==> src/hdl/dtpv_pkg.sv <==
// shared types, character codes and calendar tables of the timestamp parser
package dtpv_pkg;

  // ascii codes of the expected characters
  localparam logic [7:0] CHAR_ZERO  = 8'h30;
  localparam logic [7:0] CHAR_NINE  = 8'h39;
  localparam logic [7:0] CHAR_DASH  = 8'h2D;
  localparam logic [7:0] CHAR_SLASH = 8'h2F;
  localparam logic [7:0] CHAR_COLON = 8'h3A;

  // character positions in YYYY-MM-DD/HH:MM
  localparam int unsigned POS_W = 5;
  localparam logic [POS_W-1:0] POS_YEAR_HI_END = 5'd1;
  localparam logic [POS_W-1:0] POS_YEAR_END    = 5'd3;
  localparam logic [POS_W-1:0] POS_DASH_A      = 5'd4;
  localparam logic [POS_W-1:0] POS_MONTH_END   = 5'd6;
  localparam logic [POS_W-1:0] POS_DASH_B      = 5'd7;
  localparam logic [POS_W-1:0] POS_DAY_END     = 5'd9;
  localparam logic [POS_W-1:0] POS_SLASH       = 5'd10;
  localparam logic [POS_W-1:0] POS_HOUR_END    = 5'd12;
  localparam logic [POS_W-1:0] POS_COLON       = 5'd13;
  localparam logic [POS_W-1:0] POS_FINAL       = 5'd15;
  localparam logic [POS_W-1:0] POS_TEXT_LEN    = 5'd16;
  localparam logic [POS_W-1:0] POS_SAT         = 5'd17;

  // calendar limits
  localparam logic [13:0] YEAR_MIN   = 14'd1000;
  localparam logic [13:0] YEAR_MAX   = 14'd9999;
  localparam logic [6:0]  MONTH_MAX  = 7'd12;
  localparam logic [6:0]  HOUR_LIM   = 7'd24;
  localparam logic [6:0]  MINUTE_LIM = 7'd60;
  localparam logic [3:0]  MONTH_FEB  = 4'd2;

  // widths of the result stream
  localparam int unsigned OUT_DATA_W = 40;

  // field snapshot handed from the parser to the checker
  typedef struct packed {
    logic        fmt_ok;
    logic        len_ok;
    logic [13:0] year;
    logic [6:0]  year_hi;
    logic [6:0]  year_lo;
    logic [6:0]  month;
    logic [6:0]  day;
    logic [6:0]  hour;
    logic [6:0]  minute;
  } fields_t;

  // one result item
  typedef struct packed {
    logic        valid_res;
    logic [13:0] year;
    logic [3:0]  month;
    logic [4:0]  day;
    logic [4:0]  hour;
    logic [5:0]  minute;
  } result_t;

  // acc * 10 + d, kept to 7 bits
  function automatic logic [6:0] add_digit7(input logic [6:0] acc, input logic [3:0] d);
    logic [9:0] t;
    t = {acc, 3'b000} + {2'b00, acc, 1'b0} + {6'd0, d};
    return t[6:0];
  endfunction

  // acc * 10 + d, kept to 14 bits
  function automatic logic [13:0] add_digit14(input logic [13:0] acc, input logic [3:0] d);
    logic [16:0] t;
    t = {acc, 3'b000} + {2'b00, acc, 1'b0} + {13'd0, d};
    return t[13:0];
  endfunction

  // days in a month, zero for codes that are no month
  function automatic logic [4:0] month_days(input logic [3:0] m, input logic leap);
    logic [4:0] n;
    case (m)
      4'd1:    n = 5'd31;
      4'd2:    n = leap ? 5'd29 : 5'd28;
      4'd3:    n = 5'd31;
      4'd4:    n = 5'd30;
      4'd5:    n = 5'd31;
      4'd6:    n = 5'd30;
      4'd7:    n = 5'd31;
      4'd8:    n = 5'd31;
      4'd9:    n = 5'd30;
      4'd10:   n = 5'd31;
      4'd11:   n = 5'd30;
      4'd12:   n = 5'd31;
      default: n = 5'd0;
    endcase
    return n;
  endfunction

endpackage

==> src/hdl/dtpv_parse.sv <==
// per-character format check and decimal field accumulation
module dtpv_parse (
  input  logic             clk,
  input  logic             rst_n,
  input  logic             take,
  input  logic [7:0]       char_code,
  input  logic             last_char,
  output dtpv_pkg::fields_t fields
);
  import dtpv_pkg::*;

  logic [POS_W-1:0] pos_r, pos_nxt;
  logic             fmt_r, fmt_nxt;
  logic [13:0]      year_r, year_nxt;
  logic [6:0]       yhi_r, yhi_nxt;
  logic [6:0]       ylo_r, ylo_nxt;
  logic [6:0]       month_r, month_nxt;
  logic [6:0]       day_r, day_nxt;
  logic [6:0]       hour_r, hour_nxt;
  logic [6:0]       minute_r, minute_nxt;

  logic             digit;
  logic [3:0]       dval;
  logic [7:0]       dfull;
  logic             fmt_upd;
  logic [13:0]      year_upd;
  logic [6:0]       yhi_upd, ylo_upd, month_upd, day_upd, hour_upd, minute_upd;

  // digit decode
  assign digit = (char_code >= CHAR_ZERO) && (char_code <= CHAR_NINE);
  assign dfull = char_code - CHAR_ZERO;
  assign dval  = dfull[3:0];

  // effect of one character on the state
  always_comb begin
    fmt_upd    = fmt_r;
    year_upd   = year_r;
    yhi_upd    = yhi_r;
    ylo_upd    = ylo_r;
    month_upd  = month_r;
    day_upd    = day_r;
    hour_upd   = hour_r;
    minute_upd = minute_r;
    if (pos_r <= POS_YEAR_END) begin
      if (digit) begin
        year_upd = add_digit14(year_r, dval);
        if (pos_r <= POS_YEAR_HI_END) begin
          yhi_upd = add_digit7(yhi_r, dval);
        end else begin
          ylo_upd = add_digit7(ylo_r, dval);
        end
      end else begin
        fmt_upd = 1'b0;
      end
    end else if (pos_r == POS_DASH_A || pos_r == POS_DASH_B) begin
      if (char_code != CHAR_DASH) fmt_upd = 1'b0;
    end else if (pos_r == POS_SLASH) begin
      if (char_code != CHAR_SLASH) fmt_upd = 1'b0;
    end else if (pos_r == POS_COLON) begin
      if (char_code != CHAR_COLON) fmt_upd = 1'b0;
    end else if (pos_r < POS_TEXT_LEN) begin
      if (!digit) begin
        fmt_upd = 1'b0;
      end else if (pos_r <= POS_MONTH_END) begin
        month_upd = add_digit7(month_r, dval);
      end else if (pos_r <= POS_DAY_END) begin
        day_upd = add_digit7(day_r, dval);
      end else if (pos_r <= POS_HOUR_END) begin
        hour_upd = add_digit7(hour_r, dval);
      end else begin
        minute_upd = add_digit7(minute_r, dval);
      end
    end else begin
      fmt_upd = 1'b0;
    end
  end

  // next state: hold, update, or clear after the final character
  always_comb begin
    pos_nxt    = pos_r;
    fmt_nxt    = fmt_r;
    year_nxt   = year_r;
    yhi_nxt    = yhi_r;
    ylo_nxt    = ylo_r;
    month_nxt  = month_r;
    day_nxt    = day_r;
    hour_nxt   = hour_r;
    minute_nxt = minute_r;
    if (take) begin
      if (last_char) begin
        pos_nxt    = '0;
        fmt_nxt    = 1'b1;
        year_nxt   = '0;
        yhi_nxt    = '0;
        ylo_nxt    = '0;
        month_nxt  = '0;
        day_nxt    = '0;
        hour_nxt   = '0;
        minute_nxt = '0;
      end else begin
        if (pos_r < POS_SAT) pos_nxt = pos_r + 1'b1;
        fmt_nxt    = fmt_upd;
        year_nxt   = year_upd;
        yhi_nxt    = yhi_upd;
        ylo_nxt    = ylo_upd;
        month_nxt  = month_upd;
        day_nxt    = day_upd;
        hour_nxt   = hour_upd;
        minute_nxt = minute_upd;
      end
    end
  end

  // state registers
  always_ff @(posedge clk) begin
    if (!rst_n) begin
      pos_r    <= '0;
      fmt_r    <= 1'b1;
      year_r   <= '0;
      yhi_r    <= '0;
      ylo_r    <= '0;
      month_r  <= '0;
      day_r    <= '0;
      hour_r   <= '0;
      minute_r <= '0;
    end else begin
      pos_r    <= pos_nxt;
      fmt_r    <= fmt_nxt;
      year_r   <= year_nxt;
      yhi_r    <= yhi_nxt;
      ylo_r    <= ylo_nxt;
      month_r  <= month_nxt;
      day_r    <= day_nxt;
      hour_r   <= hour_nxt;
      minute_r <= minute_nxt;
    end
  end

  // fields as they stand once this character is counted
  always_comb begin
    fields.fmt_ok  = fmt_upd;
    fields.len_ok  = (pos_r == POS_FINAL);
    fields.year    = year_upd;
    fields.year_hi = yhi_upd;
    fields.year_lo = ylo_upd;
    fields.month   = month_upd;
    fields.day     = day_upd;
    fields.hour    = hour_upd;
    fields.minute  = minute_upd;
  end

endmodule

==> src/hdl/dtpv_check.sv <==
// calendar validation and the result register
module dtpv_check (
  input  logic              clk,
  input  logic              rst_n,
  input  logic              load,
  input  logic              out_taken,
  input  dtpv_pkg::fields_t fields,
  output logic              res_vld,
  output dtpv_pkg::result_t res
);
  import dtpv_pkg::*;

  logic       leap;
  logic [4:0] mdays;
  logic       ok;
  result_t    res_r, res_nxt;
  logic       vld_r, vld_nxt;

  // gregorian leap year from the two digit pairs of the year
  assign leap = (fields.year_lo[1:0] == 2'b00) &&
                !((fields.year_lo == 7'd0) && (fields.year_hi[1:0] != 2'b00));
  assign mdays = month_days(fields.month[3:0], leap);

  // all checks together
  always_comb begin
    ok = fields.fmt_ok && fields.len_ok &&
         (fields.year >= YEAR_MIN) && (fields.year <= YEAR_MAX) &&
         (fields.minute < MINUTE_LIM) && (fields.hour < HOUR_LIM) &&
         (fields.month != 7'd0) && (fields.month <= MONTH_MAX) &&
         (fields.day != 7'd0) && (fields.day <= {2'b00, mdays});
  end

  // result payload, zero when invalid
  always_comb begin
    res_nxt = res_r;
    if (load) begin
      res_nxt.valid_res = ok;
      res_nxt.year      = ok ? fields.year : '0;
      res_nxt.month     = ok ? fields.month[3:0] : '0;
      res_nxt.day       = ok ? fields.day[4:0] : '0;
      res_nxt.hour      = ok ? fields.hour[4:0] : '0;
      res_nxt.minute    = ok ? fields.minute[5:0] : '0;
    end
  end

  // result valid flag
  always_comb begin
    vld_nxt = vld_r;
    if (load) begin
      vld_nxt = 1'b1;
    end else if (out_taken) begin
      vld_nxt = 1'b0;
    end
  end

  always_ff @(posedge clk) begin
    if (!rst_n) begin
      vld_r <= 1'b0;
    end else begin
      vld_r <= vld_nxt;
    end
  end

  always_ff @(posedge clk) begin
    res_r <= res_nxt;
  end

  assign res_vld = vld_r;
  assign res     = res_r;

endmodule

==> src/hdl/date_text_parse_validate_unit.sv <==
// top level of the timestamp text parser and calendar validator
//
// Takes "YYYY-MM-DD/HH:MM" one ASCII character per request on the in_ stream
// and returns one result on the out_ stream for each character marked with
// in_tlast. A character is taken every clock cycle while no final character
// waits on the output side; it passes through the input register, and the
// result of a final character is then loaded into the output register.
// Characters without in_tlast produce no result and never wait on the output
// side; a final character waits only while the previous result is still
// unread. out_tuser is 1 when the text is well formed, 16 characters long
// and a real calendar date and time; otherwise it is 0 with all fields zero.
module date_text_parse_validate_unit (
  input  logic        clk,
  input  logic        rst_n,
  input  logic        in_tvalid,
  output logic        in_tready,
  input  logic [7:0]  in_tdata,   // [7:0] char_code
  input  logic        in_tlast,   // last_char
  output logic        out_tvalid,
  input  logic        out_tready,
  output logic [39:0] out_tdata,  // [13:0] year, [17:14] month, [22:18] day,
                                  // [27:23] hour, [33:28] minute, [39:34] zero
  output logic        out_tuser   // valid_res
);
  import dtpv_pkg::*;

  logic              in_vld_r, in_vld_nxt;
  logic [7:0]        char_r;
  logic              last_r;
  logic              out_free;
  logic              advance;
  fields_t           fields;
  result_t           res;

  // a final character needs a free result slot, others pass freely
  assign out_free  = !out_tvalid || out_tready;
  assign advance   = in_vld_r && (!last_r || out_free);
  assign in_tready = !in_vld_r || advance;

  // input register
  always_comb begin
    in_vld_nxt = in_vld_r;
    if (in_tready) in_vld_nxt = in_tvalid;
  end

  always_ff @(posedge clk) begin
    if (!rst_n) begin
      in_vld_r <= 1'b0;
    end else begin
      in_vld_r <= in_vld_nxt;
    end
  end

  always_ff @(posedge clk) begin
    if (in_tvalid && in_tready) begin
      char_r <= in_tdata;
      last_r <= in_tlast;
    end
  end

  // character parser
  dtpv_parse u_parse (
    .clk       (clk),
    .rst_n     (rst_n),
    .take      (advance),
    .char_code (char_r),
    .last_char (last_r),
    .fields    (fields)
  );

  // validation and result register
  dtpv_check u_check (
    .clk       (clk),
    .rst_n     (rst_n),
    .load      (advance && last_r),
    .out_taken (out_tready),
    .fields    (fields),
    .res_vld   (out_tvalid),
    .res       (res)
  );

  // result packing
  assign out_tuser = res.valid_res;
  assign out_tdata = {{(OUT_DATA_W - 34){1'b0}}, res.minute, res.hour, res.day,
                      res.month, res.year};

endmodule

==> config.mk <==
export PLATFORM = sky130hd
export DESIGN_NAME = date_text_parse_validate_unit
export DESIGN_NICKNAME = d
export VERILOG_FILES = /design/src/hdl/dtpv_pkg.sv /design/src/hdl/dtpv_parse.sv /design/src/hdl/dtpv_check.sv /design/src/hdl/date_text_parse_validate_unit.sv
export SDC_FILE = /design/constraint.sdc
export NUM_CORES = 1
export LEC_CHECK = 0
export BUFFER_PORTS_ARGS = -buffer_cell sky130_fd_sc_hd__buf_2
export CORE_MARGIN = 10
export CORE_UTILIZATION = 62
export DETAILED_ROUTE_END_ITERATION = 8
export GPL_ROUTABILITY_DRIVEN = 0
export PLACE_DENSITY = 0.81
export SLEW_MARGIN = 0
export SYNTH_ARGS = -nofsm -noshare
export SYNTH_HDL_FRONTEND = slang
export SYNTH_SLANG_ARGS = --single-unit
==> constraint.sdc <==
create_clock -name clk -period 6.3 [get_ports clk]
set_input_delay 1.26 -clock clk [delete_from_list [all_inputs] [get_ports clk]]
set_output_delay 1.26 -clock clk [all_outputs]
set_load 0.02 [all_outputs]
==> results of run 1 <==
==> state kept, by name, indices dropped and copies added, names as in the netlist, 7 cells and up <==
signal and cells:
u_check.res 35, u_parse.year_r 14, char_r 8, u_parse.day_r 7, u_parse.hour_r 7, u_parse.minute_r 7
u_parse.month_r 7, u_parse.ylo_r 7
==> where the power goes <==
group / total [µW] / switching (µW) / internal [µW]
Combinational: 73.1 / 49.5 / 23.5
Clock: 515 / 249 / 266
Sequential: 710 / 9.99 / 700
Total: 1300 / 308 / 989
==> per-stage QoR <==
stage,util [%],cells,instance area (µm²),hold slack [ns]
final,68.6,921,7930,0.535
after CTS,68.6,921,7930,0.532
after global placement,66.3,905,7670,0.491
after floorplan,-,748,7440,0.477
after global routing,68.6,921,7930,0.583
after detailed placement,66.3,905,7670,0.521
==> cells by family (layout without fill, tap and decap cells) <==
logic type	count (synthesis)	after routing	synth area share (%)
flops	103	103	33.7
mux	22	22	3.02
compound gates	187	187	19.5
other cells	1	6	0.0505
fa+ha+maj	81	81	14.9
xor+xnor	30	30	3.54
buf+inv	84	114	5.50
simple gates	235	235	19.8
==> layer usage <==
| layer | global-route usage (%) | part of all wire, % |
|---|---|---|
| met1 | 26.4 | 42 |
| met2 | 36.8 | 47 |
| met3 | 5.51 | 7.7 |
| met4 | 9.90 | 3.3 |
| met5 | 0 | 0 |
==> worst reg2reg max path, cell delays in order, from the launching register on <==
cell	delay [ns]
sky130_fd_sc_hd__edfxtp_1	0.59
sky130_fd_sc_hd__inv_1	0.26
sky130_fd_sc_hd__fa_1	0.58
sky130_fd_sc_hd__inv_1	0.07
sky130_fd_sc_hd__fa_1	0.46
sky130_fd_sc_hd__xor2_1	0.19
sky130_fd_sc_hd__or4_1	0.40
sky130_fd_sc_hd__a221o_1	0.35
sky130_fd_sc_hd__o31ai_1	0.21
sky130_fd_sc_hd__a31oi_1	0.12
sky130_fd_sc_hd__ha_1	0.30
sky130_fd_sc_hd__nand2_1	0.04
sky130_fd_sc_hd__o21ai_0	0.13
sky130_fd_sc_hd__o22ai_1	0.15
sky130_fd_sc_hd__a2111oi_0	0.40
sky130_fd_sc_hd__o211ai_1	0.14
sky130_fd_sc_hd__a2111o_2	0.71
sky130_fd_sc_hd__buf_4	0.32
sky130_fd_sc_hd__nor4_2	0.28
==> cell type report <==
cell class,instances,share of cell area (%)
sequential,103,31.5
clock buffer,10,2.89
timing repair buffer,56,3.75
clock inverter,6,0.473
tap,143,2.26
multi-input combinational,561,57.1
inverter,42,1.99
==> layout by cell type (no fill, tap or decap), drive strengths merged, types with 19 or more instances in the layout <==
master  count
a21oi      22
a22oi      38
buf        56
dfxtp      59
edfxtp     44
ha         69
inv        42
mux2i      19
nand2      45
nor2       33
nor2b      50
nor4       29
o21ai      33
xnor2      22
==> final timing paths <==
kind,from,end,slack [ns],cells past startpoint
worst min register to register,u_parse.yhi_r[1],u_parse.yhi_r[1],0.54,2
worst min-delay path,u_parse.yhi_r[1],u_parse.yhi_r[1],0.54,2
worst max-delay path,char_r[3],u_check.res[15],0.40,18
worst max register to register,char_r[3],u_check.res[15],0.40,18
==> results.txt, run 1 <==
- Crit path arrival time: 6.06 ns
* Starting density of the core: 64.2%
* Maximum number of pins on one net before global-route repair: 59
- The synthesized design contains 44 enable-type register cells.
- Input and output buffers added on the ports amount to 49.
- Overall fraction of global-route tracks in use: 22.1%
* Number of buffers added for setup after CTS: 0
* Fraction of post-synthesis cell area in the top cell type by area: 17.8%
- N_diodes: 0
* Total grt overflow: 0
- The die covers 0.0167 mm².
* Clock Sink Count: 103
- Ports: 56
* PwrDens: 164 mW/mm²
- For this block, the initial DRC count from the detailed router was 601.
- Highest achievable clock rate: 169 MHz
- After clock tree synthesis, the clock-pin slew on the worst setup and hold paths is 0.07 ns.
- After detailed routing, the average wire length per cell comes to 20.0 µm.
- The first global-routing pass estimated 29900 µm of wire.
* H-tree levels: 3
- Quantity of gates resized following cts: 0
- The clock arrives with 0.0116 ns of skew.
* Count of endpoints failing setup in the final report: 0
* Max-cap violations: 0
- sky130_fd_sc_hd__ha_1 is the most common cell in the netlist.
* Syn_area_per_cell: 9.99 µm²
- The detail route stage leaves a number of antenna-violating nets equal to 0.
- Root Driver: sky130_fd_sc_hd__clkbuf_16
- The commonest cells after synthesis are sky130_fd_sc_hd__ha_1, sky130_fd_sc_hd__dfxtp_1, sky130_fd_sc_hd__nor2b_1, sky130_fd_sc_hd__edfxtp_1, sky130_fd_sc_hd__nand2_1.
- Synthesis inferred 103 register bits.
- The post-route netlist has 14.7% of its cells at a drive strength greater than 1.
- Buffers inserted to repair hold after CTS numbered 0.
- Post-Syn Area: 0.00742 mm²
- Number of buffers created by CTS: 9
- The final number of max-transition violations is 0.
* DR vias/cell: 6.53
* Cell count after synthesis: 743
- The floorplan has 39 rows.
- For this run, the post-layout net count is 867.
- The flow ran to the end, and the final reports show no timing, DRC or antenna violations.
- The smallest clock period supported by the final layout is computed as 5.90 ns.
- The critical path goes through inv_1, fa_1, inv_1, fa_1, xor2_1, or4_1, a221o_1, o31ai_1, a31oi_1, ha_1, nand2_1, o21ai_0, o22ai_1, a2111oi_0, o211ai_1, a2111o_2, buf_4, nor4_2.
- The largest individual stage delay along the critical path comes from the cell sky130_fd_sc_hd__a2111o_2.
* Number of antenna violations at the first check in global routing: 0
- Worst-margin pin slew: 0.972 ns
* Most area-consuming cells after synthesis: sky130_fd_sc_hd__edfxtp_1, sky130_fd_sc_hd__dfxtp_1, sky130_fd_sc_hd__ha_1
- The worst-case IR drop observed on VDD is 0.000175 V.
- Max Root-Sink Buffers: 2
- Of the synthesized area, sequential elements account for 33.7%.
- At the worst endpoint, the required time is 6.46 ns.
- The worst hold path belongs to the class reg2reg.
* Post-detailed-placement half-perimeter wirelength: 13200 µm
- Across the whole layout, storage elements account for 0.00250 mm².
* Die height: 129 µm
- Number of remaining DRC errors: 0
- For this run, asynchronously set or reset flops after synthesis account for 0%.
- At the placement stage, the worst setup path has a slack of 0.488 ns.
- Synth area leader: sky130_fd_sc_hd__edfxtp_1
- Vias in the first global route: 5992
- Compared with the post-synthesis result, the final layout area differs by 6.91%.
* Min setup slack post-route: 0.399 ns
- Footprint of the multi-input gates: 0.00453 mm²
- Hold violation count in the final report: 0
- After layout, the worst path uses 93.7% of the clock period.
- RSZ-0062 raised after global routing: false
* Unique cell type count in the Yosys netlist: 79
- Reported leakage power: 0.00319 µW
- Summed over all failing endpoints, the final setup total negative slack is 0 ns.
- Along the worst path, the maximum fanout reaches 22.
* Clk_lat worst skew: 0.36 ns
- The most used flip-flop cell after synthesis is sky130_fd_sc_hd__dfxtp_1.
* Total via count after detailed routing: 6014
* Number of warnings reported in the yosys synthesis log: 0
- STA classifies the critical path startpoint as a flip-flop.
* Worst rel slew slack: 34.9%
- Detailed-router iteration count before antenna repair: 6
* Area of the core: 0.0116 mm²
* Total Power: 1300 µW
- Critical path type: reg2reg
* Total wire length: 18400 µm
* Count of buffer and inverter cells on the critical path: 3
- TritonCTS built the clock tree.
* Overall die width: 129 µm
* Element type at the critical path end: flip-flop
- Gate family responsible for the most delay along the worst path: compound AO/OA/AOI/OAI gates
- After filler insertion, the fill cell instance count of the layout stands at 876.
- The largest single stage delay on the critical path is 0.71 ns.
No activity file was read; power rests on OpenSTA's default activity.
==> run 2, diff against run 1 <==
--- a/config.mk
+++ b/config.mk
@@ -7,10 +7,10 @@
 export LEC_CHECK = 0
 export BUFFER_PORTS_ARGS = -buffer_cell sky130_fd_sc_hd__buf_2
 export CORE_MARGIN = 10
-export CORE_UTILIZATION = 62
+export CORE_UTILIZATION = 56
 export DETAILED_ROUTE_END_ITERATION = 8
 export GPL_ROUTABILITY_DRIVEN = 0
-export PLACE_DENSITY = 0.81
+export PLACE_DENSITY = 0.77
 export SLEW_MARGIN = 0
 export SYNTH_ARGS = -nofsm -noshare
 export SYNTH_HDL_FRONTEND = slang
==> constraint.sdc (replaced) <==
create_clock -name clk -period 4.95 [get_ports clk]
set_input_delay 0.99 -clock clk [delete_from_list [all_inputs] [get_ports clk]]
set_output_delay 0.99 -clock clk [all_outputs]
set_load 0.02 [all_outputs]
==> run 2 against run 1 <==
  * Clock-buffer cell count is 1 higher
  * Die area increased by 9.0%
  * Sequential share of layout area decreased by 1.7 points
  * Design area up 5.7%
  * Routed wire length hardly changed
  * Clock skew decreased by 0.0033 ns
  * Critical path type unchanged
  * Highest routed layer unchanged
==> results.txt, run 2 (synthesis results as in run 1) <==
- TritonCTS built the clock tree.
- The finished layout holds 973 standard cells, fillers aside.
- Hold-fix buffer count after cts: 0
- Fraction of power consumed by sequential logic: 51.4%
* Met3 global-route usage: 5.01%
- The final-report hold violation count is 0.
- Total via count after detailed routing: 6019
- Highest achievable clock rate: 210 MHz
- The number of global-route vias before repair came to 6110.
* Critical path type: reg2reg
- The clock tree synthesis step divided the H-tree into 3 levels.
- The final number of max-transition violations was 0.
- The total area inside the core boundary comes to 0.0128 mm².
* Crit path arrival time: 4.92 ns
* Most common cell on crit path: sky130_fd_sc_hd__inv_1
- STA classifies the critical path endpoint as a flip-flop.
- Net count reported at finish: 890
* Post-detailed-placement half-perimeter wirelength: 13500 µm
- Clock latency on the worst-skew pair, taken at its later pin, is 0.36 ns.
- Sequential cell area in the final layout: 0.00250 mm²
- The register with the most flip-flops in the layout has 35 of them.
- For this design the top-level I/O count stands at 56.
- Delay contributed by the slowest stage of the critical path: 0.51 ns
- Reported leakage power: 0.00338 µW
- Global routing consumed, on the met2 layer, 33.7% of the routing resources.
- Share of total power in combinational logic: 5.8%
- The number of antenna diodes in the final layout is 0.
- The flow ran to the end, and the final reports show no timing, DRC or antenna violations.
- In the final routed layout, each cell accounts on average for 19.0 µm.
- Among all stages on the critical path, the largest delay is contributed by sky130_fd_sc_hd__or4_1.
- Die height: 135 µm
* Post-layout instance area: 0.00838 mm²
- Clock-pin slew was measured on the worst setup and hold paths at 0.06 ns.
* Max-cap violations: 0
- The layout has 1038 filler cells.
* Most used cells in the layout excluding fill and tap cells: sky130_fd_sc_hd__ha_1, sky130_fd_sc_hd__dfxtp_1, sky130_fd_sc_hd__nor2b_1
* Share of cells above drive strength 1: 18.4%
- Across the routed clock network, the largest skew measured is 0.00829 ns.
* Final worst path period share: 96.4%
- After routing, the total negative slack on setup checks comes to 0 ns.
* Count of endpoints failing setup in the final report: 0
- Maximum fanout along the worst path: 8
- The first global-routing pass estimated 30600 µm of wire.
- Of the total power, the clock network draws 42.8%.
- After global routing, the most crowded layer is met2.
- WP data required: 5.10 ns
- Entering global routing, the biggest net connects 59 pins.
- Measured against its own limit, the worst slew margin works out to 31.5%.
* Overall die width: 135 µm
- Total wire length: 18500 µm
* Root Driver: sky130_fd_sc_hd__clkbuf_16
- Detailed-router iteration count before antenna repair: 5
- Buffers placed on the I/O ports in this run total 49.
- The multi-input combinational cells in the finished layout cover a total of 0.00463 mm².
- The routed design could run at a clock period as short as 4.77 ns.
* Internal power component: 1360 µW
- Compared with the post-synthesis result, the final layout area differs by 13.0%.
- For this run, global-route usage on met1 was measured as 25.4%.
- The die covers 0.0183 mm².
- Number of routed nets with antenna violations: 0
- DR vias/cell: 6.19
- Clock Sink Count: 103
- The floorplan has 41 rows.
* Worst min path class: reg2reg
* Placed Instances: 953
* Placed instance area: 0.00785 mm²
- PwrDens: 209 mW/mm²
* Worst path cell trace: inv_1, fa_1, inv_1, fa_2, or4_1, a221o_1, o31ai_2, a31oi_1, ha_1, nand2_1, o21ai_2, o21ai_0, nor4b_1, o211ai_1, a2111o_2, buf_12, buf_8, nor4_1
- Number of violations reported at the end of detailed-routing iteration 0: 593
* Starting density of the core: 58.1%
- The library cell used most frequently in the layout, excluding fill and tap cells, is sky130_fd_sc_hd__ha_1.
* Number of antenna violations at the first check in global routing: 0
- Minimum hold slack: 0.531 ns
- The analysis attributes to net switching a power of 384 µW.
* Peak supply drop: 0.000199 V
- Number of buffers created by CTS: 9
* Number of remaining DRC errors: 0
- The clock passes through at most 2 buffers.
- In this run switching power makes up 22.0% of total power.
* Overall fraction of global-route tracks in use: 20.2%
- Total grt overflow: 0
- Total Power: 1750 µW
- Type of element launching the critical path: flip-flop
- For the pin with the worst max-slew slack, the measured transition is 1.02 ns.
==> run 2: timing repair <==
action / in CTS / in global routing
setup endpoints to repair: 35 / 35
gates cloned: 0 / 3
buffers inserted: 0 / 1
gates resized for setup: 3 / 25
pin swaps: 1 / 6
==> run 2: worst paths after layout <==
check,to,from,slack [ns],depth (start not counted)
setup / recovery,u_check.res[25],char_r[3],0.18,18
hold / removal,u_parse.minute_r[6],u_parse.minute_r[6],0.53,2
setup reg to reg,u_check.res[25],char_r[3],0.18,18
hold reg to reg,u_parse.minute_r[6],u_parse.minute_r[6],0.53,2
==> run 2: cell type report <==
| class | count | area share (%) |
|---|---|---|
| clock buffer | 11 | 2.78 |
| clock inverter | 5 | 0.881 |
| inverter | 42 | 1.88 |
| multi-input combinational | 561 | 55.2 |
| sequential | 103 | 29.9 |
| tap | 172 | 2.57 |
| timing repair buffer | 79 | 6.81 |
==> run 2: worst max-delay path: cells and delay by family (launching register included) <==
family                   cells  cell delay (ns)
flip-flops                   1             0.38
AND/OR/NAND/NOR              4             1.06
buffers and inverters        4             0.54
AO/OA/AOI/OAI                7             1.43
adder cells (fa/ha/maj)      3             1.15
==> run 2: stage by stage <==
step / util [%] / setup WS, ns
after CTS: 63.9 / 0.0127
after detailed placement: 61.4 / -0.152
after global placement: 61.4 / 0.0248
final: 65.6 / 0.181
after floorplan: - / 0.00928
after global routing: 65.6 / -0.0747
==> run 2: layer usage <==
metal | vias up | wire length [µm] | part of all wire [%]
li1 | 2852 | - | -
met1 | 2902 | 7910 | 43
met2 | 229 | 8890 | 48
met3 | 36 | 1220 | 6.6
met4 | 0 | 442 | 2.4
met5 | - | 0 | 0
==> run 2: power by group through the flow <==
| stage | sequential [µW] | clock, µW | combinational, µW |
|---|---|---|---|
| after floorplan | 918 | 0 | 65.9 |
| after global placement | 916 | 0 | 96.6 |
| after detailed placement | 917 | 0 | 99.3 |
| after CTS | 898 | 752 | 99.8 |
| after global routing | 898 | 796 | 112 |
| final | 898 | 748 | 102 |
